## src/design/integer_to_ascii_formatter_defines.svh

```systemverilog
`ifndef INTEGER_TO_ASCII_FORMATTER_DEFINES_SVH
`define INTEGER_TO_ASCII_FORMATTER_DEFINES_SVH

// same-cycle implication, sampled on aclk, off during reset
`define I2A_ASSERT_IMP(lbl, ante, cons) \
    lbl: assert property (@(posedge aclk) disable iff (!aresetn) (ante) |-> (cons)) \
        else $error("i2a check failed");

// next-cycle implication, sampled on aclk, off during reset
`define I2A_ASSERT_NXT(lbl, ante, cons) \
    lbl: assert property (@(posedge aclk) disable iff (!aresetn) (ante) |=> (cons)) \
        else $error("i2a check failed");

`endif

```

## src/design/i2a_pkg.sv

```systemverilog
package i2a_pkg;

    localparam int VALUE_W        = 64;
    localparam int CNT_W          = 7;
    localparam int BITS_PER_STEP  = 4;
    localparam int STEPS          = VALUE_W / BITS_PER_STEP;
    localparam int STEP_W         = $clog2(STEPS);
    localparam int MAX_DIGITS_DEF = 20;
    localparam int MAX_OUT_DEF    = 64;

    localparam logic [1:0] MODE_DEC   = 2'd0;
    localparam logic [1:0] MODE_LOWER = 2'd1;
    localparam logic [1:0] MODE_UPPER = 2'd2;

    localparam logic [7:0] ASCII_ZERO = 8'h30;

    localparam logic [7:0] LOWER_DIGITS [16] = '{
        8'h30, 8'h31, 8'h32, 8'h33, 8'h34, 8'h35, 8'h36, 8'h37,
        8'h38, 8'h39, 8'h61, 8'h62, 8'h63, 8'h64, 8'h65, 8'h66
    };
    localparam logic [7:0] UPPER_DIGITS [16] = '{
        8'h30, 8'h31, 8'h32, 8'h33, 8'h34, 8'h35, 8'h36, 8'h37,
        8'h38, 8'h39, 8'h41, 8'h42, 8'h43, 8'h44, 8'h45, 8'h46
    };

    typedef struct packed {
        logic [7:0]       pad_char;
        logic [CNT_W-1:0] npad;
        logic [CNT_W-1:0] ndig;
        logic [CNT_W-1:0] nfull;
        logic             hex;
        logic             upper;
    } fmt_ctl_t;

    function automatic logic [7:0] digit_char(input logic [3:0] d, input logic hex,
                                              input logic upper);
        logic [7:0] c;
        if (!hex) begin
            c = ASCII_ZERO + {4'b0000, d};
        end else if (upper) begin
            c = UPPER_DIGITS[d];
        end else begin
            c = LOWER_DIGITS[d];
        end
        return c;
    endfunction

endpackage

```

## src/design/integer_to_ascii_formatter.sv

```systemverilog
// Front: hex values skip conversion; decimal runs sixteen 4-bit double-dabble steps.
// Back: takes an item, then one character per cycle while m_tready is held high.
// A two-entry queue lets the front convert the next item while the back emits.
// Reset: aresetn synchronous, active low; clears control state, no clearing pass.
module integer_to_ascii_formatter
    import i2a_pkg::*;
#(
    parameter int MAX_DIGITS = MAX_DIGITS_DEF,
    parameter int MAX_OUT    = MAX_OUT_DEF
) (
    input  logic        aclk,
    input  logic        aresetn,
    input  logic        s_tvalid,
    output logic        s_tready,
    input  logic [87:0] s_tdata,  // value[63:0], pad_char[71:64], min_width[78:72],
                                  // space_left[85:79], zero[87:86]
    input  logic [1:0]  s_tuser,  // radix_mode[1:0]
    output logic        m_tvalid,
    input  logic        m_tready,
    output logic [7:0]  m_tdata,  // out_char[7:0]
    output logic        m_tlast
);

    localparam int DIG_W = 4 * MAX_DIGITS;
    localparam int Q_W   = $bits(fmt_ctl_t) + DIG_W;

    logic             q_push, q_full, q_pop, q_valid;
    fmt_ctl_t         f_ctl, b_ctl;
    logic [DIG_W-1:0] f_digits, b_digits;
    logic [Q_W-1:0]   q_head;

    assign b_ctl    = q_head[Q_W-1 -: $bits(fmt_ctl_t)];
    assign b_digits = q_head[DIG_W-1:0];

    i2a_front #(
        .MAX_DIGITS(MAX_DIGITS),
        .MAX_OUT   (MAX_OUT)
    ) u_front (
        .aclk      (aclk),
        .aresetn   (aresetn),
        .in_valid  (s_tvalid),
        .in_ready  (s_tready),
        .value     (s_tdata[63:0]),
        .radix_mode(s_tuser),
        .pad_char  (s_tdata[71:64]),
        .min_width (s_tdata[78:72]),
        .space_left(s_tdata[85:79]),
        .q_push    (q_push),
        .q_ctl     (f_ctl),
        .q_digits  (f_digits),
        .q_full    (q_full)
    );

    i2a_queue #(
        .DATA_W(Q_W)
    ) u_queue (
        .aclk     (aclk),
        .aresetn  (aresetn),
        .push     (q_push),
        .push_data({f_ctl, f_digits}),
        .full     (q_full),
        .pop      (q_pop),
        .valid    (q_valid),
        .head     (q_head)
    );

    i2a_back #(
        .MAX_DIGITS(MAX_DIGITS)
    ) u_back (
        .aclk    (aclk),
        .aresetn (aresetn),
        .q_valid (q_valid),
        .q_ctl   (b_ctl),
        .q_digits(b_digits),
        .q_pop   (q_pop),
        .m_tvalid(m_tvalid),
        .m_tready(m_tready),
        .m_tdata (m_tdata),
        .m_tlast (m_tlast)
    );

endmodule

```

## src/design/i2a_queue.sv

```systemverilog
module i2a_queue
    import i2a_pkg::*;
#(
    parameter int DATA_W = 8
) (
    input  logic              aclk,
    input  logic              aresetn,
    input  logic              push,
    input  logic [DATA_W-1:0] push_data,
    output logic              full,
    input  logic              pop,
    output logic              valid,
    output logic [DATA_W-1:0] head
);

    logic [DATA_W-1:0] mem_reg [2];
    logic              wr_ptr_reg, wr_ptr_next;
    logic              rd_ptr_reg, rd_ptr_next;
    logic [1:0]        cnt_reg, cnt_next;

    assign full  = (cnt_reg == 2'd2);
    assign valid = (cnt_reg != 2'd0);
    assign head  = mem_reg[rd_ptr_reg];

    always_comb begin
        wr_ptr_next = wr_ptr_reg;
        rd_ptr_next = rd_ptr_reg;
        cnt_next    = cnt_reg;
        if (push) begin
            wr_ptr_next = ~wr_ptr_reg;
        end
        if (pop) begin
            rd_ptr_next = ~rd_ptr_reg;
        end
        if (push && !pop) begin
            cnt_next = cnt_reg + 2'd1;
        end else if (pop && !push) begin
            cnt_next = cnt_reg - 2'd1;
        end
    end

    always_ff @(posedge aclk) begin
        if (!aresetn) begin
            wr_ptr_reg <= 1'b0;
            rd_ptr_reg <= 1'b0;
            cnt_reg    <= 2'd0;
        end else begin
            wr_ptr_reg <= wr_ptr_next;
            rd_ptr_reg <= rd_ptr_next;
            cnt_reg    <= cnt_next;
        end
    end

    always_ff @(posedge aclk) begin
        if (push) begin
            mem_reg[wr_ptr_reg] <= push_data;
        end
    end

endmodule

```

## src/design/i2a_front.sv

```systemverilog
module i2a_front
    import i2a_pkg::*;
#(
    parameter int MAX_DIGITS = MAX_DIGITS_DEF,
    parameter int MAX_OUT    = MAX_OUT_DEF
) (
    input  logic                    aclk,
    input  logic                    aresetn,
    input  logic                    in_valid,
    output logic                    in_ready,
    input  logic [VALUE_W-1:0]      value,
    input  logic [1:0]              radix_mode,
    input  logic [7:0]              pad_char,
    input  logic [CNT_W-1:0]        min_width,
    input  logic [CNT_W-1:0]        space_left,
    output logic                    q_push,
    output fmt_ctl_t                q_ctl,
    output logic [4*MAX_DIGITS-1:0] q_digits,
    input  logic                    q_full
);

    localparam int DIG_W = 4 * MAX_DIGITS;

    typedef enum logic [2:0] {
        F_IDLE = 3'b001,
        F_CONV = 3'b010,
        F_DONE = 3'b100
    } fstate_t;

    fstate_t            state_reg;
    logic [VALUE_W-1:0] val_reg;
    logic [DIG_W-1:0]   bcd_reg, bcd_next;
    logic               ovf_reg, ovf_next;
    logic [STEP_W-1:0]  step_reg;
    logic               hex_reg, upper_reg;
    logic [7:0]         pad_reg;
    logic [CNT_W-1:0]   width_reg, space_reg;
    logic [CNT_W-1:0]   nfull, npad, ndig;
    logic               accept, hex_in;

    assign in_ready = (state_reg == F_IDLE);
    assign accept   = in_valid && in_ready;
    assign hex_in   = (radix_mode == MODE_LOWER) || (radix_mode == MODE_UPPER);

    // four shift-add-3 steps per cycle, top bits of the value first
    always_comb begin
        bcd_next = bcd_reg;
        ovf_next = ovf_reg;
        for (int j = 0; j < BITS_PER_STEP; j++) begin
            for (int i = 0; i < MAX_DIGITS; i++) begin
                if (bcd_next[4*i +: 4] >= 4'd5) begin
                    bcd_next[4*i +: 4] = bcd_next[4*i +: 4] + 4'd3;
                end
            end
            ovf_next = ovf_next | bcd_next[DIG_W-1];
            bcd_next = {bcd_next[DIG_W-2:0], val_reg[VALUE_W-1-j]};
        end
    end

    always_comb begin
        nfull = CNT_W'(1);
        for (int i = 1; i < MAX_DIGITS; i++) begin
            if (bcd_reg[4*i +: 4] != 4'd0) begin
                nfull = CNT_W'(i + 1);
            end
        end
        if (ovf_reg) begin
            nfull = CNT_W'(MAX_DIGITS);
        end
        npad = '0;
        if (width_reg > nfull) begin
            npad = width_reg - nfull;
            if (npad > space_reg) begin
                npad = space_reg;
            end
        end
        ndig = nfull;
        if (ndig > space_reg - npad) begin
            ndig = space_reg - npad;
        end
    end

    assign q_push         = (state_reg == F_DONE) && (space_reg != '0) && !q_full;
    assign q_digits       = bcd_reg;
    assign q_ctl.pad_char = pad_reg;
    assign q_ctl.npad     = npad;
    assign q_ctl.ndig     = ndig;
    assign q_ctl.nfull    = nfull;
    assign q_ctl.hex      = hex_reg;
    assign q_ctl.upper    = upper_reg;

    always_ff @(posedge aclk) begin
        if (!aresetn) begin
            state_reg <= F_IDLE;
        end else begin
            case (state_reg)
                F_IDLE: begin
                    if (accept) begin
                        state_reg <= hex_in ? F_DONE : F_CONV;
                    end
                end
                F_CONV: begin
                    if (step_reg == STEP_W'(STEPS - 1)) begin
                        state_reg <= F_DONE;
                    end
                end
                F_DONE: begin
                    if ((space_reg == '0) || !q_full) begin
                        state_reg <= F_IDLE;
                    end
                end
                default: begin
                    state_reg <= F_IDLE;
                end
            endcase
        end
    end

    always_ff @(posedge aclk) begin
        if (accept) begin
            val_reg   <= value;
            hex_reg   <= hex_in;
            upper_reg <= (radix_mode == MODE_UPPER);
            pad_reg   <= pad_char;
            width_reg <= min_width;
            space_reg <= (space_left > CNT_W'(MAX_OUT)) ? CNT_W'(MAX_OUT) : space_left;
            bcd_reg   <= hex_in ? DIG_W'(value) : '0;
            ovf_reg   <= 1'b0;
            step_reg  <= '0;
        end else if (state_reg == F_CONV) begin
            val_reg  <= val_reg << BITS_PER_STEP;
            bcd_reg  <= bcd_next;
            ovf_reg  <= ovf_next;
            step_reg <= step_reg + STEP_W'(1);
        end
    end

endmodule

```

## src/design/i2a_back.sv

```systemverilog
`include "integer_to_ascii_formatter_defines.svh"

module i2a_back
    import i2a_pkg::*;
#(
    parameter int MAX_DIGITS = MAX_DIGITS_DEF
) (
    input  logic                    aclk,
    input  logic                    aresetn,
    input  logic                    q_valid,
    input  fmt_ctl_t                q_ctl,
    input  logic [4*MAX_DIGITS-1:0] q_digits,
    output logic                    q_pop,
    output logic                    m_tvalid,
    input  logic                    m_tready,
    output logic [7:0]              m_tdata,
    output logic                    m_tlast
);

    localparam int IDX_W = $clog2(MAX_DIGITS);

    typedef enum logic [2:0] {
        B_IDLE = 3'b001,
        B_PAD  = 3'b010,
        B_DIG  = 3'b100
    } bstate_t;

    bstate_t                 state_reg;
    logic [CNT_W-1:0]        pad_cnt_reg, dig_cnt_reg;
    logic [IDX_W-1:0]        idx_reg;
    logic [4*MAX_DIGITS-1:0] digits_reg;
    logic [7:0]              pad_char_reg;
    logic                    hex_reg, upper_reg;
    logic                    m_tvalid_reg;
    logic [7:0]              m_tdata_reg;
    logic                    m_tlast_reg;
    logic                    emit, last;
    logic [7:0]              char_next;
    logic [CNT_W-1:0]        idx_full;

    assign q_pop    = (state_reg == B_IDLE) && q_valid;
    assign emit     = (state_reg != B_IDLE) && (!m_tvalid_reg || m_tready);
    assign last     = ((state_reg == B_PAD) && (pad_cnt_reg == CNT_W'(1))
                       && (dig_cnt_reg == '0))
                   || ((state_reg == B_DIG) && (dig_cnt_reg == CNT_W'(1)));
    assign char_next = (state_reg == B_PAD) ? pad_char_reg
                     : digit_char(digits_reg[4*idx_reg +: 4], hex_reg, upper_reg);
    assign idx_full  = q_ctl.nfull - CNT_W'(1);

    assign m_tvalid = m_tvalid_reg;
    assign m_tdata  = m_tdata_reg;
    assign m_tlast  = m_tlast_reg;

    always_ff @(posedge aclk) begin
        if (!aresetn) begin
            state_reg    <= B_IDLE;
            m_tvalid_reg <= 1'b0;
        end else begin
            if (emit) begin
                m_tvalid_reg <= 1'b1;
            end else if (m_tready) begin
                m_tvalid_reg <= 1'b0;
            end
            case (state_reg)
                B_IDLE: begin
                    if (q_pop) begin
                        state_reg <= (q_ctl.npad != '0) ? B_PAD : B_DIG;
                    end
                end
                B_PAD: begin
                    if (emit && (pad_cnt_reg == CNT_W'(1))) begin
                        state_reg <= (dig_cnt_reg == '0) ? B_IDLE : B_DIG;
                    end
                end
                B_DIG: begin
                    if (emit && (dig_cnt_reg == CNT_W'(1))) begin
                        state_reg <= B_IDLE;
                    end
                end
                default: begin
                    state_reg <= B_IDLE;
                end
            endcase
        end
    end

    always_ff @(posedge aclk) begin
        if (q_pop) begin
            pad_cnt_reg  <= q_ctl.npad;
            dig_cnt_reg  <= q_ctl.ndig;
            idx_reg      <= idx_full[IDX_W-1:0];
            digits_reg   <= q_digits;
            pad_char_reg <= q_ctl.pad_char;
            hex_reg      <= q_ctl.hex;
            upper_reg    <= q_ctl.upper;
        end else if (emit) begin
            if (state_reg == B_PAD) begin
                pad_cnt_reg <= pad_cnt_reg - CNT_W'(1);
            end else begin
                dig_cnt_reg <= dig_cnt_reg - CNT_W'(1);
                idx_reg     <= idx_reg - IDX_W'(1);
            end
        end
        if (emit) begin
            m_tdata_reg <= char_next;
            m_tlast_reg <= last;
        end
    end

    `I2A_ASSERT_IMP(a_pad_nonzero, state_reg == B_PAD, pad_cnt_reg != '0)
    `I2A_ASSERT_IMP(a_dig_nonzero, state_reg == B_DIG, dig_cnt_reg != '0)
    `I2A_ASSERT_NXT(a_last_ends, emit && last, state_reg == B_IDLE && m_tlast_reg)

endmodule
```

## config.mk

```make
export PLATFORM = sky130hd
export DESIGN_NAME = integer_to_ascii_formatter
export DESIGN_NICKNAME = d
export VERILOG_FILES = /design/src/design/i2a_pkg.sv /design/src/design/integer_to_ascii_formatter.sv /design/src/design/i2a_queue.sv /design/src/design/i2a_front.sv /design/src/design/i2a_back.sv
export VERILOG_INCLUDE_DIRS = /design/src /design/src/design
export SDC_FILE = /design/constraint.sdc
export NUM_CORES = 1
export LEC_CHECK = 0
export BUFFER_PORTS_ARGS = -buffer_cell sky130_fd_sc_hd__clkbuf_2
export CAP_MARGIN = 20
export CORE_MARGIN = 4
export CORE_UTILIZATION = 50
export CTS_CLUSTER_DIAMETER = 50
export DETAILED_ROUTE_END_ITERATION = 12
export PLACE_DENSITY = 0.66
export SLEW_MARGIN = 25
export SYNTH_ARGS = -nofsm -noshare
export SYNTH_HDL_FRONTEND = slang
export SYNTH_SLANG_ARGS = --single-unit
```

## constraint.sdc

```tcl
create_clock -name aclk -period 7.25 [get_ports aclk]
set_input_delay 0.3625 -clock aclk [delete_from_list [all_inputs] [get_ports aclk]]
set_output_delay 0.3625 -clock aclk [all_outputs]
set_load 0.02 [all_outputs]
```

==> summary.md <==
* 66 — TritonCTS buffer count
* 504 — count of flip-flops with a built-in enable after synthesis
* 5 — peak fanout along the critical path
* 11.17 sq um — synthesized area per cell
* s_tdata[23] — hold path start
* 3 — worst hold path cell count
* 65240 sq um — DIE AREA
* 116 — pin count of the biggest net entering global routing
* flip-flop — Setup crit end kind
* 48890 um — HPWL after detailed placement
* yes — TritonCTS clock tree
* setup timing — violated checks
* 60470 sq um — core area
* u_front.q_digits[5] — startpoint of the most critical register-to-register path
* 0.5061 — Initial Utilization
* -0.1039 ns — least setup slack across all paths after layout
* 2739 — Synth Instances
* 0 — final hold viol count
* 21260 — vias after detailed routing
* 504 x edfxtp_1, 305 x nand2_1, 223 x inv_1 — most frequent cells after synthesis
* true — unrepaired setup endpoints after global routing
* finished, violations left — outcome
* 3 — number of levels the H-tree was split into
* 1346 — number of violations reported at the end of detailed-routing iteration 0
* 7.354 ns — minimum clock period
* 15.55% — area growth from synthesis to final layout
* 40 — Worst Reg-to-Reg Cells
* 10 — number of failing setup endpoints in the final timing report
* 0.9905 ns — actual transition at the worst max-transition pin
* 255.4 um — chip width
* 0 — remaining routing DRC violations
* 0 — Post-DRT Antenna Nets
* u_front.val_reg[23] — destination of the worst hold path
* 0.1922 — fraction of layout cells with a size suffix above 1
* 0.2065 — Total Routing Usage GR
* 90 — row cnt
* 521 — synthesis-stage register bit count
* u_queue.mem_reg[1][90] — reg2reg end
* 0.56 ns — critical path's largest stage delay
* 30610 sq um — combined area of all synthesized cells
* 0.4945 — fraction of post-synthesis cell area in the top cell type by area
* 0.06 ns — clock-pin transition on the worst setup and hold timing paths
* -0.10 ns — setup slack of the worst register-to-register path
* 255.4 um — die span in y
* 102 — input/output buffers
* 21150 — via count of the first global-routing pass
* 0.5849 — fin util
* 0 — final number of max-transition violations
* 7.68 ns — Data arrival, critical path
* 1.014 — share of the clock period used by the worst path
* 3 — Max Buffers Root-to-Sink
* 7.57 ns — required time at the endpoint of the critical path
* clkbuf_16 — root buffer selected by CTS
* 3647 — cell count after placement
* 0.3327 — max_slew headroom
* 136.0 MHz — Fmax achieved
* edfxtp_1 — prevailing post-synth register cell
* 0 — antenna diode count
* edfxtp_1 — dominant cell by count in the synthesized netlist
* fa_2 — crit path max-delay cell type
* 0 — remaining global-route overflow
* edfxtp_1 — library cell with the largest summed area after synthesis
* input pin to flip-flop — Min-Delay Path Class
* edfxtp_1 49%, ha_1 8.0%, mux2i_1 4.3% — Synth area leaders
* 0.02942 ns — Clock Skew
* 18.26 um — routed wire length per instance
* 521 — clock sinks
* 105 — I/O pin total
* 3252 — number of nets in the finished design
* 3795 — final cell count without fillers
* 0.8334 — Routability Congestion
* 0 — share of flip-flops with an asynchronous set or reset
* 0 — initial antenna violation count
* 0 — maxcap violations
* 0 — count of yosys warnings during synthesis
* 5.601 — ratio of routed vias to standard cells
* 94 — count of distinct cell types in the synthesized netlist
* 0.5056 — post-synthesis sequential area ratio
* 0.05043 ns — Hold Worst Slack
* 5 — total iterations of the first detailed-routing run
* 110500 um — global-route wire length before repair
* 69310 um — sum of routed wire length over all layers
* flip-flop to flip-flop — critical path class
* flip-flop — Critical Path Start Type
* 0.60 ns — clock latency at the later pin of the worst-skew pair
* -0.7457 ns — setup slack after placement
* 218 — max FFs per register
what timing repair did:
item | 4_1_cts | 5_1_grt
buffers inserted | 2 | 11
setup endpoints to repair | 10 | 10
hold buffers | 15 | 0
gates resized for setup | 27 | 45
pin swaps | 10 | 31
hold endpoints to repair | 15 | 0
kinds of logic after synthesis:
group                    Yosys count  synth area share
adder cells (fa/ha/maj)          198           0.08143
XOR/XNOR                          91           0.02629
flip-flops                       521            0.5056
multiplexers                     275            0.1048
buffers and inverters            318           0.04027
other                              1         0.0001225
AND/OR/NAND/NOR                  833            0.1324
AO/OA/AOI/OAI                    502            0.1091
stage by stage:
stage | instance area [sq um] | TNS (ns)
finish | 35370 | -0.8656
global route | 35370 | -3.541
CTS | 35080 | 0
detailed placement | 32620 | -7.354
global placement | 32620 | -4.461
floorplan | 30620 | 0
cells in the final DEF (no fill, tap or decap), types with 17 or more instances in the layout:
| cell | n |
|---|---|
| xor2_1 | 26 |
| nor3b_1 | 28 |
| mux2i_1 | 129 |
| edfxtp_1 | 504 |
| mux2_2 | 117 |
| a21oi_1 | 91 |
| o21ai_0 | 109 |
| ha_1 | 190 |
| clkbuf_16 | 67 |
| nor3_1 | 28 |
| nand3_1 | 66 |
| a31oi_1 | 20 |
| buf_4 | 119 |
| nand2b_1 | 57 |
| clkbuf_2 | 102 |
| a211oi_1 | 22 |
| nor2b_1 | 64 |
| and2_1 | 24 |
| o21ai_1 | 32 |
| nand2_1 | 302 |
| mux4_2 | 24 |
| a211o_1 | 17 |
| inv_1 | 217 |
| xnor2_1 | 58 |
| nor2_1 | 161 |
| a21o_1 | 48 |
how the worst max path moves through the flow:
stage,slack [ns],start,depth (start not counted),endpoint
after floorplan,0.01,u_front.q_digits[12],36,u_queue.mem_reg[0][87]
after global placement,-0.45,u_front.q_digits[13],38,u_queue.mem_reg[0][88]
after detailed placement,-0.75,u_front.q_digits[13],38,u_queue.mem_reg[1][87]
after CTS,0.01,u_front.q_digits[5],37,u_queue.mem_reg[0][87]
after global routing,-0.37,u_front.q_digits[5],41,u_queue.mem_reg[0][90]
final,-0.10,u_front.q_digits[5],40,u_queue.mem_reg[1][90]
final cells by class:
type | instances | area (sq um)
clock inverter | 45 | 434.2
sequential | 521 | 15480
tap | 782 | 978.4
clock buffer | 76 | 1720
fill | 4799 | 25100
multi-input combinational | 1903 | 14280
timing repair buffer | 240 | 1608
inverter | 228 | 865.8
worst max-delay path, delay by kind of cell (launching register included):
family	cells	cell delay (ns)
simple gates	6	0.76
fa+ha+maj	7	1.98
flops	1	0.40
xor+xnor	1	0.10
compound gates	17	2.83
mux	1	0.20
buf+inv	8	0.79
layer usage:
| layer | global-route usage | part of all wire |
|---|---|---|
| met1 | 0.2793 | 0.45 |
| met2 | 0.3513 | 0.49 |
| met3 | 0.03199 | 0.045 |
| met4 | 0.05148 | 0.022 |
| met5 | 0 | 0 |
Power is left out: the tool's default activity adds up to more than one toggle a clock period on the data nets, which glitch-free logic cannot reach.
